--- config.mk ---
export PLATFORM = sky130hd
export DESIGN_NAME = descending_weight_sorter_unit_flat
export DESIGN_NICKNAME = d
export VERILOG_FILES = /design/src/design/dws_pkg.sv /design/src/design/dws_in_if.sv /design/src/design/dws_out_if.sv /design/src/design/dws_cell.sv /design/src/design/descending_weight_sorter_unit.sv /design/src/flat_wrapper.sv
export SDC_FILE = /design/constraint.sdc
export NUM_CORES = 2
export LEC_CHECK = 0
export BUFFER_PORTS_ARGS = -buffer_cell sky130_fd_sc_hd__buf_2
export CAP_MARGIN = 20
export CORE_MARGIN = 3
export CORE_UTILIZATION = 40
export DETAILED_ROUTE_END_ITERATION = 8
export PLACE_DENSITY = 0.63
export SETUP_SLACK_MARGIN = 0.02
export SYNTH_ARGS = -nofsm -noshare
export SYNTH_HDL_FRONTEND = slang
export SYNTH_SLANG_ARGS = --single-unit
export TNS_END_PERCENT = 100
--- constraint.sdc ---
create_clock -name clk -period 8.23 [get_ports clk]
set_clock_uncertainty 0.15 [all_clocks]
set_input_delay 0.823 -clock clk [delete_from_list [all_inputs] [get_ports clk]]
set_output_delay 0.823 -clock clk [all_outputs]
set_load 0.01 [all_outputs]
--- src/design/dws_pkg.sv ---
`timescale 1ns / 1ps
`default_nettype none

package dws_pkg;

  localparam int MAX_ENTRIES = 64;
  localparam int CNT_W       = $clog2(MAX_ENTRIES + 1);
  localparam int TAG_W       = 8;
  localparam int WEIGHT_W    = 16;
  localparam int TOTAL_W     = 22;

  typedef struct packed {
    logic [TAG_W-1:0]    tag;
    logic [WEIGHT_W-1:0] weight;
  } entry_t;

  // Broadcast to every cell of the chain.
  typedef struct packed {
    logic   ins;    // insert new_e at its sorted place
    logic   shl;    // shift every cell one place toward the output
    entry_t new_e;
  } cell_ctl_t;

endpackage

`default_nettype wire

--- src/design/dws_in_if.sv ---
`timescale 1ns / 1ps
`default_nettype none

interface dws_in_if;
  logic                         valid;
  logic                         ready;
  logic [dws_pkg::TAG_W-1:0]    entry_tag;
  logic [dws_pkg::WEIGHT_W-1:0] entry_weight;
  logic                         last_entry;

  modport source (output valid, entry_tag, entry_weight, last_entry, input ready);
  modport sink (input valid, entry_tag, entry_weight, last_entry, output ready);
endinterface

`default_nettype wire

--- src/design/dws_out_if.sv ---
`timescale 1ns / 1ps
`default_nettype none

interface dws_out_if;
  logic                         valid;
  logic                         ready;
  logic [dws_pkg::TAG_W-1:0]    sorted_tag;
  logic [dws_pkg::WEIGHT_W-1:0] sorted_weight;
  logic [dws_pkg::TOTAL_W-1:0]  weight_total;
  logic                         entries_dropped;
  logic                         last_result;

  modport source (output valid, sorted_tag, sorted_weight, weight_total, entries_dropped,
                  last_result, input ready);
  modport sink (input valid, sorted_tag, sorted_weight, weight_total, entries_dropped,
                last_result, output ready);
endinterface

`default_nettype wire

--- src/design/dws_cell.sv ---
`timescale 1ns / 1ps
`default_nettype none

module dws_cell (
  input  wire logic              clk,
  input  wire dws_pkg::cell_ctl_t ctl,
  input  wire logic              valid,
  input  wire dws_pkg::entry_t   left_e,
  input  wire logic              left_keep,
  input  wire dws_pkg::entry_t   right_e,
  output dws_pkg::entry_t        held,
  output logic                   keep
);

  dws_pkg::entry_t entry_r;
  dws_pkg::entry_t entry_nxt;

  // A held entry of equal weight stays ahead of the new one, which keeps the
  // order stable. Since the chain is sorted, keep is true on a prefix only.
  assign keep = valid && (entry_r.weight >= ctl.new_e.weight);
  assign held = entry_r;

  always_comb begin
    entry_nxt = entry_r;
    if (ctl.shl) begin
      entry_nxt = right_e;
    end else if (ctl.ins && !keep) begin
      entry_nxt = left_keep ? ctl.new_e : left_e;
    end
  end

  always_ff @(posedge clk) begin
    entry_r <= entry_nxt;
  end

endmodule

`default_nettype wire

--- src/design/descending_weight_sorter_unit.sv ---
`timescale 1ns / 1ps
`default_nettype none

// Channel   Direction  Payload
// in_ch     sink       entry_tag[7:0], entry_weight[15:0], last_entry
// out_ch    source     sorted_tag[7:0], sorted_weight[15:0], weight_total[21:0],
//                      entries_dropped, last_result
//
// Entries load at one per cycle; each is inserted into its sorted place in the
// cell chain in the cycle it is accepted, or dropped and flagged if the chain is
// full. After the marked entry, the list drains from the head cell at one result
// per cycle while the output is ready. Input is held off while a list drains.
// Reset is synchronous and active low; it empties the chain. Output stalls
// freeze the drain without losing a result.

module descending_weight_sorter_unit (
  input  wire logic clk,
  input  wire logic rst_n,
  dws_in_if.sink    in_ch,
  dws_out_if.source out_ch
);

  localparam int N = dws_pkg::MAX_ENTRIES;

  typedef enum logic [1:0] {
    ST_LOAD  = 2'b01,
    ST_DRAIN = 2'b10
  } state_t;

  state_t                       state_r, state_nxt;
  logic [dws_pkg::CNT_W-1:0]    count_r, count_nxt;
  logic [dws_pkg::TOTAL_W-1:0]  total_r, total_nxt;
  logic                         ovf_r, ovf_nxt;

  logic                         out_valid_r, out_valid_nxt;
  dws_pkg::entry_t              out_e_r, out_e_nxt;
  logic [dws_pkg::TOTAL_W-1:0]  out_total_r, out_total_nxt;
  logic                         out_ovf_r, out_ovf_nxt;
  logic                         out_last_r, out_last_nxt;

  dws_pkg::cell_ctl_t           ctl;
  dws_pkg::entry_t              cell_e [N];
  logic [N-1:0]                 cell_keep;
  logic [N-1:0]                 cell_valid;
  logic                         in_xfer;
  logic                         load_out;
  logic                         has_room;
  logic                         chain_sorted;

  assign in_ch.ready = (state_r == ST_LOAD);
  assign in_xfer     = in_ch.valid && in_ch.ready;
  assign has_room    = (count_r < dws_pkg::CNT_W'(N));
  assign load_out    = (state_r == ST_DRAIN) && (!out_valid_r || out_ch.ready);

  assign ctl.ins          = in_xfer && has_room;
  assign ctl.shl          = load_out;
  assign ctl.new_e.tag    = in_ch.entry_tag;
  assign ctl.new_e.weight = in_ch.entry_weight;

  for (genvar i = 0; i < N; i++) begin : g_cell
    dws_pkg::entry_t left_e;
    dws_pkg::entry_t right_e;
    logic            left_keep;

    assign cell_valid[i] = (dws_pkg::CNT_W'(i) < count_r);

    if (i == 0) begin : g_head
      assign left_e    = '0;
      assign left_keep = 1'b1;
    end else begin : g_body
      assign left_e    = cell_e[i-1];
      assign left_keep = cell_keep[i-1];
    end

    if (i == N - 1) begin : g_tail
      assign right_e = '0;
    end else begin : g_inner
      assign right_e = cell_e[i+1];
    end

    dws_cell u_cell (
      .clk       (clk),
      .ctl       (ctl),
      .valid     (cell_valid[i]),
      .left_e    (left_e),
      .left_keep (left_keep),
      .right_e   (right_e),
      .held      (cell_e[i]),
      .keep      (cell_keep[i])
    );
  end

  always_comb begin
    state_nxt     = state_r;
    count_nxt     = count_r;
    total_nxt     = total_r;
    ovf_nxt       = ovf_r;
    out_valid_nxt = out_valid_r;
    out_e_nxt     = out_e_r;
    out_total_nxt = out_total_r;
    out_ovf_nxt   = out_ovf_r;
    out_last_nxt  = out_last_r;

    if (out_valid_r && out_ch.ready) begin
      out_valid_nxt = 1'b0;
    end

    case (state_r)
      ST_LOAD: begin
        if (in_xfer) begin
          if (has_room) begin
            count_nxt = count_r + 1'b1;
            total_nxt = total_r + dws_pkg::TOTAL_W'(in_ch.entry_weight);
          end else begin
            ovf_nxt = 1'b1;
          end
          if (in_ch.last_entry) begin
            state_nxt = ST_DRAIN;
          end
        end
      end
      ST_DRAIN: begin
        if (load_out) begin
          out_valid_nxt = 1'b1;
          out_e_nxt     = cell_e[0];
          out_total_nxt = total_r;
          out_ovf_nxt   = ovf_r;
          out_last_nxt  = (count_r == dws_pkg::CNT_W'(1));
          count_nxt     = count_r - 1'b1;
          if (count_r == dws_pkg::CNT_W'(1)) begin
            // The final result goes into the output register; start a new list.
            state_nxt = ST_LOAD;
            total_nxt = '0;
            ovf_nxt   = 1'b0;
          end
        end
      end
      default: begin
        state_nxt = ST_LOAD;
      end
    endcase
  end

  always_ff @(posedge clk) begin
    if (!rst_n) begin
      state_r     <= ST_LOAD;
      count_r     <= '0;
      total_r     <= '0;
      ovf_r       <= 1'b0;
      out_valid_r <= 1'b0;
    end else begin
      state_r     <= state_nxt;
      count_r     <= count_nxt;
      total_r     <= total_nxt;
      ovf_r       <= ovf_nxt;
      out_valid_r <= out_valid_nxt;
    end
  end

  always_ff @(posedge clk) begin
    out_e_r     <= out_e_nxt;
    out_total_r <= out_total_nxt;
    out_ovf_r   <= out_ovf_nxt;
    out_last_r  <= out_last_nxt;
  end

  assign out_ch.valid           = out_valid_r;
  assign out_ch.sorted_tag      = out_e_r.tag;
  assign out_ch.sorted_weight   = out_e_r.weight;
  assign out_ch.weight_total    = out_total_r;
  assign out_ch.entries_dropped = out_ovf_r;
  assign out_ch.last_result     = out_last_r;

  always_comb begin
    chain_sorted = 1'b1;
    for (int i = 0; i < N - 1; i++) begin
      if (cell_valid[i+1] && (cell_e[i].weight < cell_e[i+1].weight)) begin
        chain_sorted = 1'b0;
      end
    end
  end

  a_count_range: assert property (@(posedge clk) disable iff (!rst_n)
    count_r <= dws_pkg::CNT_W'(N))
    else $error("entry count exceeds the chain length");

  a_drain_nonempty: assert property (@(posedge clk) disable iff (!rst_n)
    (state_r == ST_DRAIN) |-> (count_r != '0))
    else $error("draining an empty chain");

  a_list_end: assert property (@(posedge clk) disable iff (!rst_n)
    (load_out && count_r == dws_pkg::CNT_W'(1)) |=>
      (state_r == ST_LOAD && count_r == '0 && out_last_r && total_r == '0))
    else $error("list did not close after its final result");

  a_chain_sorted: assert property (@(posedge clk) disable iff (!rst_n)
    chain_sorted)
    else $error("cell chain is out of descending order");

endmodule

`default_nettype wire

--- src/flat_wrapper.sv ---
// flat-port wrapper written by rule: the top's interface ports become plain ports
module descending_weight_sorter_unit_flat 
  (clk, rst_n, in_ch_valid, in_ch_entry_tag, in_ch_entry_weight, in_ch_last_entry, in_ch_ready, out_ch_valid, out_ch_sorted_tag, out_ch_sorted_weight, out_ch_weight_total, out_ch_entries_dropped, out_ch_last_result, out_ch_ready);
  dws_in_if in_ch_i ();
  dws_out_if out_ch_i ();
  input  wire logic clk;
  input  wire logic rst_n;
  input wire logic [$bits(in_ch_i.valid)-1:0] in_ch_valid;
  input wire logic [$bits(in_ch_i.entry_tag)-1:0] in_ch_entry_tag;
  input wire logic [$bits(in_ch_i.entry_weight)-1:0] in_ch_entry_weight;
  input wire logic [$bits(in_ch_i.last_entry)-1:0] in_ch_last_entry;
  output wire logic [$bits(in_ch_i.ready)-1:0] in_ch_ready;
  output wire logic [$bits(out_ch_i.valid)-1:0] out_ch_valid;
  output wire logic [$bits(out_ch_i.sorted_tag)-1:0] out_ch_sorted_tag;
  output wire logic [$bits(out_ch_i.sorted_weight)-1:0] out_ch_sorted_weight;
  output wire logic [$bits(out_ch_i.weight_total)-1:0] out_ch_weight_total;
  output wire logic [$bits(out_ch_i.entries_dropped)-1:0] out_ch_entries_dropped;
  output wire logic [$bits(out_ch_i.last_result)-1:0] out_ch_last_result;
  input wire logic [$bits(out_ch_i.ready)-1:0] out_ch_ready;
  assign in_ch_i.valid = in_ch_valid;
  assign in_ch_i.entry_tag = in_ch_entry_tag;
  assign in_ch_i.entry_weight = in_ch_entry_weight;
  assign in_ch_i.last_entry = in_ch_last_entry;
  assign in_ch_ready = in_ch_i.ready;
  assign out_ch_valid = out_ch_i.valid;
  assign out_ch_sorted_tag = out_ch_i.sorted_tag;
  assign out_ch_sorted_weight = out_ch_i.sorted_weight;
  assign out_ch_weight_total = out_ch_i.weight_total;
  assign out_ch_entries_dropped = out_ch_i.entries_dropped;
  assign out_ch_last_result = out_ch_i.last_result;
  assign out_ch_i.ready = out_ch_ready;
  descending_weight_sorter_unit u_core (.clk(clk), .rst_n(rst_n), .in_ch(in_ch_i), .out_ch(out_ch_i));
endmodule
==> reports/results.tsv <==
stage	metric	value	unit
detailed_routing	vias_per_cell	6.44	
placed_design	dp_hpwl	272	mm
worst_setup_path	crit_type	in2reg	
pwr	ir_drop	254	uV
timing	period_needed	4860	ps
die	core-area	0.256	sq mm
clocking	tritoncts	yes	
worst_setup_path	r2r_start	u_core.count_r[1]	
clocking	cts_buffer_depth	3	
clocking	clock-sinks	1617	
global_route	grt.total_usage	29.0	%
status	outcome	finished, final reports clean	
timing	finalSetupTns	0	ps
clocking	clk_pin_slew_worst_paths	60	ps
synthesis	yosysMostFrequentCell	edfxtp_1	
die	die_w	514	um
worst_setup_path	cp-end-kind	flop	
clocking	hold_buffers	0	
timing	worst_pin_slew	1230	ps
detailed_routing	routed-wl-met3	38.0	mm
clocking	cts_resized	0	
synthesis	mappedNetlistArea	0.103	sq mm
global_route	grt_pass1_wl	572	mm
clocking	htree_levels	4	
detailed_routing	drtAntennaViolNets	0	
timing	slew_headroom	18.0	%
synthesis	ys.flop_type	edfxtp_1	
global_route	antenna_found_initial	20	
detailed_routing	top_layer	met5	
synthesis	yosysTopAreaCellShare	45.3	%
global_route	grt_pass1_vias	84418	
detailed_routing	first_pass_iters	8	
detailed_routing	wirelength	399	mm
worst_setup_path	cp_max_fo	49	
worst_setup_path	startpoint	in_ch_entry_weight[2]	
worst_setup_path	worstPathRequired	8640	ps
placed_design	place.gp.congestion	1.05	
detailed_routing	drt_drc_violations_left	0	
worst_setup_path	worst_ep_arrival_time	5270	ps
worst_setup_path	worstSetupStartpointType	primary input	
synthesis	async_flop_share	0	%
global_route	grt_overflow_total	0	
synthesis	ys_types	81	
synthesis	synth_top_cell_by_area	edfxtp_1	
finish	syn_to_final_growth	10.3	%
synthesis	ys_top_cells_by_count	1560 x edfxtp_1, 1091 x nand2_1, 1029 x ha_1, 1019 x a21oi_1, 1005 x mux2i_1	
synthesis	synth_area_leaders	edfxtp_1 45%, ha_1 12%, mux2i_1 9.7%	
synthesis	syn-num-nets	11185	
clocking	numCtsBuffers	183	
detailed_routing	wl_met1	154	mm
flow_run	cap_viol_max_count	0	
detailed_routing	wl_per_cell	29.8	um
pwr	power.leakage	0.0461	uW
finish	nNetsFinal	10926	
timing	period_share	59.0	%
finish	drive_gt1_share	7.56	%
timing	rsz0062_at_grt	no	
clocking	post-cts-setup-buffers	0	
clocking	clkLatencyLatePin	860	ps
synthesis	yosysSeqAreaShare	46.4	%
pwr	powerDensity	214	mW/mm^2
detailed_routing	vias	86304	
synthesis	yosys_warnings	0	
global_route	grt_max_degree	225	
die	die_h	514	um
synthesis	synthCells	10126	
placed_design	numPortBuffers	78	
detailed_routing	met2RoutedLength	181	mm
detailed_routing	drt-initial-drc-count	10631	
timing	whs	197	ps
timing	setup_viol	0	
timing	fmax	206	MHz
die	die-area	0.265	sq mm
timing	final-hold-violation-count	0	
synthesis	synth.ff_latch_count	1617	
timing	drv_slew	0	
die	start_util	40.4	%
synthesis	synth_edf_count	1560	
worst_hold_path	hold_start	in_ch_last_entry	
synthesis	syn_avg_cell_area	10.2	sq um
die	io_pins	79	
clocking	cts_root_buf	clkbuf_16	
worst_hold_path	holdCritPathClass	in2reg	
die	num_rows	185	
-- report_power, final --
part | switching (uW) | internal (uW)
Sequential | 1080 | 10400
Clock | 3620 | 4780
Combinational | 2840 | 1660
-- final cells by class --
class | count | area [sq um]
Antenna cell | 17 | 42.5
Fill cell | 24028 | 142000
Clock buffer | 253 | 5090
Inverter | 110 | 458
Tap cell | 3366 | 4210
Multi-Input combinational cell | 7631 | 52300
Sequential cell | 1617 | 48000
Timing Repair Buffer | 324 | 3060
Clock inverter | 82 | 841
-- registers in the layout (all words and copies together), names as in the netlist --
name,cells
u_core.ovf_r,1
u_core.out_ch.last_result,1
u_core.out_ch.weight_total,22
u_core.out_ch.valid,1
u_core.count_r,7
u_core.out_ch.sorted_weight,16
u_core.state_r,2
u_core.total_r,22
u_core.out_ch.sorted_tag,8
u_core.g_cell.u_cell.held,1536
u_core.out_ch.entries_dropped,1
-- per-layer routing --
layer  track usage, %  vias up
met5                0        -
met4             17.0        4
met3             6.46     1241
met2             46.1     4784
met1             36.2    42617
li1                 -    37658
-- logic make-up after synthesis --
logic type | Yosys count | synth area share [%]
DFF | 1617 | 46.4
AOI/OAI and AO/OA | 2824 | 16.5
buffers and inverters | 878 | 3.34
xor gates and xnor gates | 16 | 0.136
adders and majority gates | 1030 | 12.5
and+or+nand+nor | 2755 | 11.4
muxes | 1006 | 9.74
-- critical path, cell delays in order --
cell and delay, ps:
buf_4 230, inv_4 700, buf_4 480, ha_1 310, a21oi_1 160, o21ai_0 120, a221oi_1 660, o21ai_0 310
a21oi_4 170, buf_4 460, nand2_1 120, nand2_1 430, buf_16 220
-- stage by stage --
step	instance area [sq um]	total power, uW	util [%]	std cells	setup WS, ps
floorplan	103000	13900	-	10126	1810
global placement	107000	15700	41.9	13011	2370
detailed placement	107000	15900	42.1	13024	2340
CTS	113000	24200	44.4	13359	3240
global route	114000	25300	44.6	13385	3320
finish	114000	24400	44.6	13400	3370
-- cell usage in the layout, fill, tap and decap left out, types with 91 or more instances in the layout --
master,count
a211oi_1,101
nand3_1,352
edfxtp_1,1560
buf_4,218
clkbuf_16,187
o211ai_1,322
nor3_1,93
o21ai_0,749
a21o_1,146
nand4_1,91
a21oi_1,1017
ha_1,1029
inv_1,94
nor2_1,887
nand2_1,1084
mux2i_1,1005
-- worst paths after layout --
kind | to | slack (ps) | cells past startpoint
worst max-delay path | u_core.g_cell[23].u_cell.held[16] | 3370 | 13
worst min-delay path | u_core.state_r[1] | 200 | 3
worst max register to register | u_core.g_cell[44].u_cell.held[20] | 3640 | 7
worst min register to register | u_core.out_ch.weight_total[21] | 310 | 0
No activity file was read; power rests on OpenSTA's default activity.
